`src/design/atoi_bp_pkg.sv`:
```
`timescale 1ns / 1ps
`default_nettype none

package atoi_bp_pkg;

   // Datapath sizing
   localparam int MAX_BASE       = 16;
   localparam int ACC_WIDTH      = 32;
   localparam int VALUE_WIDTH    = 32;
   localparam int CHAR_WIDTH     = 8;
   localparam int LEN_WIDTH      = 5;
   localparam int DIGIT_WIDTH    = $clog2(MAX_BASE);
   localparam int ALPHA_WIDTH    = 64;
   localparam int CHARS_PER_WORD = ALPHA_WIDTH / CHAR_WIDTH;

   // CSR port
   localparam int CSR_ADDR_WIDTH = 2;
   localparam int CSR_DATA_WIDTH = 64;

   typedef logic [CSR_ADDR_WIDTH-1:0] csr_addr_type;
   typedef logic [CHAR_WIDTH-1:0]     char_type;
   typedef logic [LEN_WIDTH-1:0]      len_type;
   typedef logic [ACC_WIDTH-1:0]      acc_type;

   localparam csr_addr_type REG_ALPHABET_LOW  = 2'd0;
   localparam csr_addr_type REG_ALPHABET_HIGH = 2'd1;
   localparam csr_addr_type REG_BASE_LENGTH   = 2'd2;

   // Reset alphabet is "0123456789"
   localparam logic [ALPHA_WIDTH-1:0] ALPHABET_LOW_RESET  = 64'h3736_3534_3332_3130;
   localparam logic [ALPHA_WIDTH-1:0] ALPHABET_HIGH_RESET = 64'h0000_0000_0000_3938;
   localparam len_type                BASE_LENGTH_RESET   = 5'd10;

   // Scan phases
   typedef logic [1:0] phase_type;
   localparam phase_type PH_SPACE = 2'd0;
   localparam phase_type PH_SIGN  = 2'd1;
   localparam phase_type PH_DIGIT = 2'd2;
   localparam phase_type PH_DONE  = 2'd3;

   // Character codes
   localparam char_type CH_NUL   = 8'h00;
   localparam char_type CH_TAB   = 8'h09;
   localparam char_type CH_CR    = 8'h0D;
   localparam char_type CH_SPACE = 8'h20;
   localparam char_type CH_PLUS  = 8'h2B;
   localparam char_type CH_MINUS = 8'h2D;

endpackage

`default_nettype wire

```
`src/design/atoi_base_parser.sv`:
```
`timescale 1ns / 1ps
`default_nettype none

// The result transaction is registered and valid in the cycle after the transaction carrying tlast.
// Throughput: one character per cycle; req_tready = !rsp_tvalid || rsp_tready, so
//   only an unaccepted result held in the output register stalls the input.
// Per-character work is one alphabet compare, one multiply-add and a negate.
// Reset (synchronous, active high) restores the decimal alphabet, clears the
//   scan state and drops rsp_tvalid.
module atoi_base_parser (
   input  logic                                   clock,
   input  logic                                   reset,
   // CSR write port
   input  logic                                   csr_we,
   input  logic [atoi_bp_pkg::CSR_ADDR_WIDTH-1:0] csr_addr,
   input  logic [atoi_bp_pkg::CSR_DATA_WIDTH-1:0] csr_wdata,
   // Character stream in
   input  logic                                   req_tvalid,
   output logic                                   req_tready,
   input  logic [7:0]                             req_tdata,   // [7:0] ch
   input  logic                                   req_tlast,   // last character of string
   // Parsed value out
   output logic                                   rsp_tvalid,
   input  logic                                   rsp_tready,
   output logic [31:0]                            rsp_tdata,   // [31:0] value
   output logic                                   rsp_tuser    // [0] base_error
);

   import atoi_bp_pkg::*;

   // ---------------------------------------------------------------
   // Configuration registers
   // ---------------------------------------------------------------
   logic [ALPHA_WIDTH-1:0] alphabet_low_ff;
   logic [ALPHA_WIDTH-1:0] alphabet_high_ff;
   len_type                base_length_ff;

   always_ff @(posedge clock) begin
      if (reset) begin
         alphabet_low_ff  <= ALPHABET_LOW_RESET;
         alphabet_high_ff <= ALPHABET_HIGH_RESET;
         base_length_ff   <= BASE_LENGTH_RESET;
      end else if (csr_we) begin
         case (csr_addr)
            REG_ALPHABET_LOW:  alphabet_low_ff  <= csr_wdata[ALPHA_WIDTH-1:0];
            REG_ALPHABET_HIGH: alphabet_high_ff <= csr_wdata[ALPHA_WIDTH-1:0];
            REG_BASE_LENGTH:   base_length_ff   <= csr_wdata[LEN_WIDTH-1:0];
            default: begin
               // unmapped index, write dropped
            end
         endcase
      end
   end

   // Alphabet unpacked into one byte per digit slot
   char_type alpha [MAX_BASE];
   logic     slot_used [MAX_BASE];

   always_comb begin
      for (int i = 0; i < MAX_BASE; i++) begin
         if (i < CHARS_PER_WORD) begin
            alpha[i] = alphabet_low_ff[(i % CHARS_PER_WORD)*CHAR_WIDTH +: CHAR_WIDTH];
         end else begin
            alpha[i] = alphabet_high_ff[(i % CHARS_PER_WORD)*CHAR_WIDTH +: CHAR_WIDTH];
         end
         // lengths above MAX_BASE still enable every slot
         slot_used[i] = LEN_WIDTH'(i) < base_length_ff;
      end
   end

   function automatic logic is_space(input char_type c);
      return (c >= CH_TAB && c <= CH_CR) || (c == CH_SPACE);
   endfunction

   // ---------------------------------------------------------------
   // Alphabet check: length range, forbidden characters, duplicates
   // ---------------------------------------------------------------
   logic base_bad;

   always_comb begin
      base_bad = (base_length_ff < LEN_WIDTH'(2)) || (base_length_ff > LEN_WIDTH'(MAX_BASE));
      for (int i = 0; i < MAX_BASE; i++) begin
         if (slot_used[i]) begin
            if (alpha[i] == CH_PLUS || alpha[i] == CH_MINUS || alpha[i] == CH_NUL ||
                is_space(alpha[i])) begin
               base_bad = 1'b1;
            end
            for (int j = i + 1; j < MAX_BASE; j++) begin
               if (slot_used[j] && alpha[j] == alpha[i]) begin
                  base_bad = 1'b1;
               end
            end
         end
      end
   end

   // ---------------------------------------------------------------
   // Scan state and next-state logic
   // ---------------------------------------------------------------
   phase_type phase_ff, phase_in;
   logic      negative_ff, negative_in;
   acc_type   acc_ff, acc_in;

   char_type                 ch;
   logic                     ch_space;
   logic                     ch_sign;
   logic                     digit_hit;
   logic [DIGIT_WIDTH-1:0]   digit_val;
   acc_type                  signed_acc;
   logic [VALUE_WIDTH-1:0]   value_in;

   assign ch = req_tdata[CHAR_WIDTH-1:0];

   // Lowest matching slot wins; loop runs downward so the last assignment is the lowest.
   always_comb begin
      digit_hit = 1'b0;
      digit_val = '0;
      for (int i = MAX_BASE - 1; i >= 0; i--) begin
         if (slot_used[i] && ch != CH_NUL && alpha[i] == ch) begin
            digit_hit = 1'b1;
            digit_val = DIGIT_WIDTH'(i);
         end
      end
   end

   always_comb begin
      ch_space    = is_space(ch);
      ch_sign     = (ch == CH_PLUS) || (ch == CH_MINUS);
      phase_in    = phase_ff;
      negative_in = negative_ff;
      acc_in      = acc_ff;

      if (phase_ff == PH_SPACE && ch_space) begin
         // still skipping leading whitespace
      end else if ((phase_ff == PH_SPACE || phase_ff == PH_SIGN) && ch_sign) begin
         if (ch == CH_MINUS) begin
            negative_in = !negative_ff;
         end
         phase_in = PH_SIGN;
      end else if (phase_ff != PH_DONE && digit_hit) begin
         // multiply by the raw register value, wraps at ACC_WIDTH
         acc_in   = ACC_WIDTH'(acc_ff * ACC_WIDTH'(base_length_ff)) + ACC_WIDTH'(digit_val);
         phase_in = PH_DIGIT;
      end else begin
         phase_in = PH_DONE;
      end

      signed_acc = negative_in ? (ACC_WIDTH'(0) - acc_in) : acc_in;
      // sign-extend or truncate the accumulator to the output width
      value_in   = base_bad ? '0 : VALUE_WIDTH'(signed'(signed_acc));
   end

   // ---------------------------------------------------------------
   // Handshake and registers
   // ---------------------------------------------------------------
   logic                   rsp_valid_ff;
   logic [VALUE_WIDTH-1:0] value_ff;
   logic                   base_error_ff;
   logic                   req_accept;

   assign req_tready = !rsp_valid_ff || rsp_tready;
   assign req_accept = req_tvalid && req_tready;

   always_ff @(posedge clock) begin
      if (reset) begin
         phase_ff     <= PH_SPACE;
         negative_ff  <= 1'b0;
         acc_ff       <= '0;
         rsp_valid_ff <= 1'b0;
      end else begin
         if (req_accept) begin
            if (req_tlast) begin
               // string done: back to the start state
               phase_ff    <= PH_SPACE;
               negative_ff <= 1'b0;
               acc_ff      <= '0;
            end else begin
               phase_ff    <= phase_in;
               negative_ff <= negative_in;
               acc_ff      <= acc_in;
            end
         end

         if (req_accept && req_tlast) begin
            rsp_valid_ff <= 1'b1;
         end else if (rsp_tready) begin
            rsp_valid_ff <= 1'b0;
         end
      end
   end

   always_ff @(posedge clock) begin
      if (req_accept && req_tlast) begin
         value_ff      <= value_in;
         base_error_ff <= base_bad;
      end
   end

   assign rsp_tvalid = rsp_valid_ff;
   assign rsp_tdata  = value_ff;
   assign rsp_tuser  = base_error_ff;

`ifndef SYNTHESIS
   // An invalid alphabet always reports zero.
   a_error_zero: assert property (@(posedge clock) disable iff (reset)
      rsp_tvalid && rsp_tuser |-> rsp_tdata == '0)
      else $error("base error with nonzero value");

   // The end of a string returns the scan to its start state.
   a_last_restart: assert property (@(posedge clock) disable iff (reset)
      req_accept && req_tlast |=>
         phase_ff == PH_SPACE && !negative_ff && acc_ff == '0 && rsp_valid_ff)
      else $error("scan state not cleared after last character");

   // Once the scan has ended, later characters before the last do not restart it.
   a_done_sticky: assert property (@(posedge clock) disable iff (reset)
      req_accept && !req_tlast && phase_ff == PH_DONE |=>
         phase_ff == PH_DONE && $stable(acc_ff) && $stable(negative_ff))
      else $error("scan resumed after end");

   // Characters that are not the last never produce a result.
   a_no_spurious: assert property (@(posedge clock) disable iff (reset)
      !rsp_valid_ff && !(req_accept && req_tlast) |=> !rsp_valid_ff)
      else $error("result without a last character");
`endif

endmodule

`default_nettype wire
```
`config.mk`:
```
export PLATFORM = sky130hd
export DESIGN_NAME = atoi_base_parser
export DESIGN_NICKNAME = d
export VERILOG_FILES = /design/src/design/atoi_bp_pkg.sv /design/src/design/atoi_base_parser.sv
export SDC_FILE = /design/constraint.sdc
export NUM_CORES = 2
export LEC_CHECK = 0
export BUFFER_PORTS_ARGS = -buffer_cell sky130_fd_sc_hd__buf_4
export CORE_MARGIN = 5
export CORE_UTILIZATION = 42
export CTS_BUF_LIST = sky130_fd_sc_hd__clkbuf_8
export DETAILED_ROUTE_END_ITERATION = 10
export PLACE_DENSITY = 0.57
export SYNTH_ARGS = -nofsm -noshare
export SYNTH_HDL_FRONTEND = slang
export SYNTH_SLANG_ARGS = --single-unit
export TNS_END_PERCENT = 10
```
`constraint.sdc`:
```
create_clock -name clock -period 11.7 [get_ports clock]
set_input_delay 2.34 -clock clock [delete_from_list [all_inputs] [get_ports clock]]
set_output_delay 2.34 -clock clock [all_outputs]
set_load 0.005 [all_outputs]
```
# ---- Word-level counts from Yosys, hierarchy flattened
# Cells that the tools add are included.
dict set report word_totals {
  reg_bits 202
  in_bits 80
  output_inout_bits 35
  word_cells 724
}
dict set report classes {
  addsub 2
  mul 1
  n_lt_le_gt_ge 52
  eq_ne 192
  mux 199
  n_reduce_logical 269
}
# operator count
set op_table {}
lappend op_table {{8-bit equality test} 136}
lappend op_table {{8-bit by 6-bit equality test with 1-bit output (second input constant)} 51}
lappend op_table {{1-bit 2-to-1 mux} 175}
lappend op_table {{1-bit logical AND} 174}
lappend op_table {{32-bit 2-to-1 mux} 5}
lappend op_table {{8-bit by 4-bit greater-or-equal comparator with 1-bit output (second input constant)} 17}
lappend op_table {{8-bit by 4-bit less-or-equal comparator with 1-bit output (second input constant)} 17}
lappend op_table {{8-bit logical NOT} 16}
lappend op_table {{1-bit logical OR} 69}
lappend op_table {{4-bit 2-to-1 mux} 16}
lappend op_table {{4-bit by 5-bit < comparator with 1-bit output (first input constant)} 8}
lappend op_table {{32-bit by 4-bit adder with 32-bit output} 1}
lappend op_table {{32-bit by 5-bit multiplier with 32-bit output} 1}
lappend op_table {{1-bit by 32-bit subtractor with 32-bit output (first input constant)} 1}
lappend op_table {{3-bit by 5-bit < comparator with 1-bit output (first input constant)} 4}
lappend op_table {{1-bit by 5-bit < comparator with 1-bit output (first input constant)} 2}
lappend op_table {{2-bit by 5-bit < comparator with 1-bit output (first input constant)} 2}
lappend op_table {{2-bit AND reduction} 4}
lappend op_table {{8-bit nonzero test} 1}
lappend op_table {{2-bit 2-to-1 mux} 3}
lappend op_table {{5-bit greater-than comparator (second input constant)} 1}
lappend op_table {{5-bit by 2-bit < comparator with 1-bit output (second input constant)} 1}
lappend op_table {{2-bit by 1-bit equality test with 1-bit output (second input constant)} 2}
lappend op_table {{2-bit logical NOT} 2}
lappend op_table {{other kinds (4)} 6}

# ---- Logic depth before layout (Yosys ltp)
dict set report logic_depth {
  word_depth 156
  mapped_depth 29
  mapped_depth_nobuf 27
}

# ---- Least setup slack after synthesis
# OpenSTA, ideal clock, no wires.
dict set report synth_path {
  path_type {input to register}
  from {input req_tdata[2]}
  to {register value_ff[29] (netlist: rsp_tdata[29]), data pin}
  setup_time_ps 266
  arrival_ps 8159
  required_time_ps 11434
  path_slack_ps 3275
  cell_stages 25
  n_path_buf 2
  cell_sequence {buf_2 > buf_4 > xor2_1 > nor4_1 > nand4_1 > a41oi_1 > nor2_1 > nor3_1 > fa_1 > ha_1 > inv_1 > fa_1 > inv_1 > ha_1 > a211oi_1 > o21bai_1 > o211ai_1 > a31oi_1 > a2111oi_2 > or3_1 > a31oi_1 > or2_2 > o41ai_2 > xnor2_1 > nor2_1}
}
dict set report synth_between {
  elab_chain_len 25
  elab_cells_between_ends 101
  cone_classes {2 x add/sub; 2 x order compare; 19 x eq/ne; 39 x mux; 39 x reduce/logical}
}
# element line_no
set synth_lines {}
lappend synth_lines {{from (decl)} atoi_base_parser.sv:20} ;# input logic [7:0] req_tdata,
lappend synth_lines {{8-bit nonzero test} atoi_base_parser.sv:119} ;# if (slot_used[i] && ch != CH_NUL && alpha[i] == ch) begin
lappend synth_lines {{1-bit logical AND (2 in a row)} atoi_base_parser.sv:119}
lappend synth_lines {{4-bit 2-to-1 mux / 1-bit 2-to-1 mux (equally long branches) (16 in a row)} atoi_base_parser.sv:119}
lappend synth_lines {{32-bit by 4-bit adder with 32-bit output / 1-bit logical AND (equally long branches)} {atoi_base_parser.sv:142, atoi_base_parser.sv:140}}
lappend synth_lines {{32-bit 2-to-1 mux} atoi_base_parser.sv:140} ;# end else if (phase_ff != PH_DONE && digit_hit) begin
lappend synth_lines {{32-bit 2-to-1 mux} atoi_base_parser.sv:135} ;# end else if ((phase_ff == PH_SPACE || phase_ff == PH_SIGN) && ch_sign) begin
lappend synth_lines {{32-bit 2-to-1 mux} atoi_base_parser.sv:133} ;# if (phase_ff == PH_SPACE && ch_space) begin
lappend synth_lines {{1-bit by 32-bit subtractor with 32-bit output} atoi_base_parser.sv:148} ;# signed_acc = negative_in ? (ACC_WIDTH'(0) - acc_in) : acc_in;
lappend synth_lines {{32-bit 2-to-1 mux (*)} atoi_base_parser.sv:148}
lappend synth_lines {{to (signal assigned)} atoi_base_parser.sv:194} ;# value_ff <= value_in;
lappend synth_lines {{to (decl)} atoi_base_parser.sv:157} ;# logic [VALUE_WIDTH-1:0] value_ff;
# Every way passes the cells marked *; elsewhere a longest branch is shown, timed or not.
# A chain may end at the register's enable or synchronous reset.

# ---- Final worst setup path
dict set report layout_path {
  from {input req_tdata[0]}
  to {register value_ff[27] (netlist: rsp_tdata[27]), data pin}
}
# Same word-level chain as after synthesis.

==> impl_metrics.env <==
export IMPL_drive_gt1_frac=0.0997
export IMPL_die_area_sq_um=72900
export IMPL_grt_max_degree=83
export IMPL_path_class="in2reg"
export IMPL_clock_sinks=202
export IMPL_io_pins=115
export IMPL_numPortBuffers=114
export IMPL_viasPerCell=6.06
export IMPL_clk_pin_slew_ps=60
export IMPL_htree_levels=2
export IMPL_synth_avg_cell_area_sq_um=7.74
export IMPL_cp_start_kind="input port"
export IMPL_cp_required_ps=12070
export IMPL_cts_tree="done"
export IMPL_cts_buffer_depth=3
export IMPL_ir_drop_v=0.0000752
export IMPL_met1_usage=0.394
export IMPL_layout_min_cycle_time_ps=9140
export IMPL_wire_per_inst_um=25.6
export IMPL_ctsHoldBuffers=0
export IMPL_tightest_slew_ps=1430
export IMPL_antenna_found_initial=3
export IMPL_cap_violations=0
export IMPL_area_growth_pct=8.02
export IMPL_finalSetupViolCount=0
export IMPL_leakage_nw=12.0
export IMPL_post_cts_buffers=0
export IMPL_num_vias=27200
export IMPL_ys_dominant_reg_cell="dfxtp_1"
export IMPL_grt_use_met3=0.0753
export IMPL_grt_overflow=0
export IMPL_numCtsBuffers=40
export IMPL_hold_path_depth=2
export IMPL_yosysSeqAreaShare=0.154
export IMPL_cts_root_buf="clkbuf_8"
export IMPL_rows=95
export IMPL_drt_pre_antenna_iters=8
export IMPL_cts_resized=0
export IMPL_syn_area_sq_um=28400
export IMPL_synth_edff_count=33
export IMPL_rsz0062_at_grt="false"
export IMPL_detail_route_antenna_nets=0
export IMPL_hold_viol_final=0
export IMPL_crit_path_max_fanout=19
export IMPL_wl_mm=115
export IMPL_fill_cells=6885
export IMPL_slew_headroom=0.0382
export IMPL_drt_iter0_drc=3170
export IMPL_synthCells=3666
export IMPL_busiest_layer="met2"
export IMPL_total_power_mw=2.25
export IMPL_grt_pass1_vias=26100
export IMPL_die_x_um=270
export IMPL_yosys_warnings=0
export IMPL_synth_top_area_share=0.233
export IMPL_core_area_sq_um=67000
export IMPL_synth_async_sr_flop_share=0
export IMPL_initial_utilization=0.423
export IMPL_utilization=0.457
export IMPL_cellPowerDensity_nw_per_um2=73.4
export IMPL_drc_errors=0
export IMPL_fin_area_sq_um=30600
export IMPL_synth_top_cell_by_area="xnor2_1"
export IMPL_post_dp_hpwl_mm=73.4
export IMPL_skew_ps=41.0
export IMPL_grt_usage=0.300
export IMPL_crit_arrival_ps=9510
export IMPL_place_area_sq_um=29800
export IMPL_grt_pass1_wl_mm=170
export IMPL_r2r_cells=24
export IMPL_finalCritPeriodShare=0.781
export IMPL_fmax_mhz=109
export IMPL_die_h_um=270
export IMPL_use_met2=0.462
export IMPL_fin_nets=3811
export IMPL_critPathCaptureType="flop"
export IMPL_hold_ws_ps=454
export IMPL_multi_input_area_sq_um=22000
export IMPL_status="finished, final reports clean"
export IMPL_fin_tns_setup_ps=0
export IMPL_gp_congestion=1.02
export IMPL_insertion_delay_ps=640
export IMPL_slew_violations=0
export IMPL_regArea_sq_um=4380
export IMPL_ys_types=90
export IMPL_ys_ff_latch=202
export IMPL_synthesis_nets=3895
export IMPL_synthTopCellsByArea="xnor2_1, xor2_1, dfxtp_1"
export IMPL_hold_class="reg2reg"
logic make-up after synthesis:
group,share of synthesized area
AND/OR/NAND/NOR,0.220
XOR/XNOR,0.358
buffers and inverters,0.0710
AO/OA/AOI/OAI,0.0978
flip-flops,0.154
adder cells (fa/ha/maj),0.0888
multiplexers,0.00961
cells in the mapped netlist, types with 12 or more instances:
cell type  instances
mux2i_1           18
a21o_1            13
nand4_1          177
or4_1             14
xnor2_1          754
and2_1            72
o21ai_0           33
a211oi_1          12
edfxtp_1          33
nand3b_1          42
nor3_1           100
inv_1             82
clkbuf_1         157
dfxtp_1          169
ha_1              63
fa_1              86
o31ai_1           14
buf_4             12
a22oi_1           19
nand3_1           52
a22o_1            16
a31oi_1           29
buf_1            104
nor2_1           151
o21ai_1           17
nor4_1           138
xor2_1           407
nand2b_1          26
nand2_1          402
or3_1             12
a21oi_1          175
buf_2            118
area by class of cell:
| cell class | count | area share |
|---|---|---|
| multi-input cells | 2987 | 0.718 |
| flip-flops and latches | 202 | 0.143 |
| repair buffers | 269 | 0.0659 |
| well taps | 873 | 0.0356 |
| clock buffers | 44 | 0.0198 |
| inverters | 82 | 0.0100 |
| clock inverters | 26 | 0.00743 |
| diodes | 2 | 0.000163 |
critical path: stages:
cell       delay, ps
buf_4            220
nor3_2           300
nand2_1          100
nor3_1           870
a41oi_1          300
nor2_1           180
nor3_1            80
fa_1             450
ha_1             290
inv_1             50
fa_1             580
inv_1             60
ha_1             300
a211oi_1         350
o21bai_1         220
o21ai_1          340
o22ai_1          150
nor4_1           460
o2111ai_1        230
o41ai_1          700
nand2_1          360
o31ai_1          320
xor2_1           170
nor2_1            50
flip-flops by register name, indices dropped and copies added, names as in the netlist:
name              cells
rsp_tdata            32
phase_ff              2
acc_ff               32
rsp_tvalid            1
rsp_tuser             1
negative_ff           1
alphabet_low_ff      64
base_length_ff        5
alphabet_high_ff     64
placed cells by master (no fill, tap or decap), types with 9 or more instances in the layout:
| master | instances |
|---|---|
| nor4_1 | 138 |
| o31ai_1 | 14 |
| o211ai_1 | 9 |
| xor2_1 | 406 |
| nor3_1 | 100 |
| dfxtp_1 | 167 |
| edfxtp_1 | 33 |
| nand2_1 | 402 |
| nor2_1 | 151 |
| nand2b_1 | 26 |
| a21o_1 | 13 |
| clkbuf_8 | 44 |
| a211oi_1 | 12 |
| xnor2_1 | 754 |
| o21ai_0 | 33 |
| mux2i_1 | 18 |
| buf_4 | 269 |
| or3_1 | 12 |
| a22oi_1 | 19 |
| fa_1 | 86 |
| nand3b_1 | 42 |
| o21ai_1 | 17 |
| a21oi_1 | 174 |
| ha_1 | 63 |
| a31oi_1 | 29 |
| nand3_1 | 52 |
| a311oi_1 | 9 |
| nand4_1 | 177 |
| inv_1 | 96 |
| and2_1 | 72 |
| a22o_1 | 16 |
| or4_1 | 14 |
per-layer routing:
metal / vias to the layer above / wire (um)
met2: 1566 / 48800
met1: 13000 / 46000
met3: 460 / 13300
li1: 12100 / -
met5: - / 13
met4: 2 / 6630
worst paths after layout:
check	start	to	slack, ps
worst min-delay path	alphabet_high_ff[62]$_SDFFE_PP0P_	alphabet_high_ff[62]$_SDFFE_PP0P_	450
worst min register to register	alphabet_high_ff[62]$_SDFFE_PP0P_	alphabet_high_ff[62]$_SDFFE_PP0P_	450
worst max register to register	base_length_ff[2]$_SDFFE_PP0P_	rsp_tdata[27]$_SDFFCE_PP0P_	3190
worst max-delay path	req_tdata[0]	rsp_tdata[27]$_SDFFCE_PP0P_	2560
report_power, final:
part / switching (mW) / total, mW / internal, mW
sequential: 0.0146 / 0.742 / 0.728
clock: 0.345 / 0.780 / 0.435
combinational: 0.457 / 0.727 / 0.270
per-stage QoR:
stage	std cells	worst slack [ps]
floorplan	3666	3280
global placement	4413	2170
detailed placement	4413	2000
CTS	4483	2710
global route	4484	2110
finish	4485	2560
(Power assumes the default switching activity.)
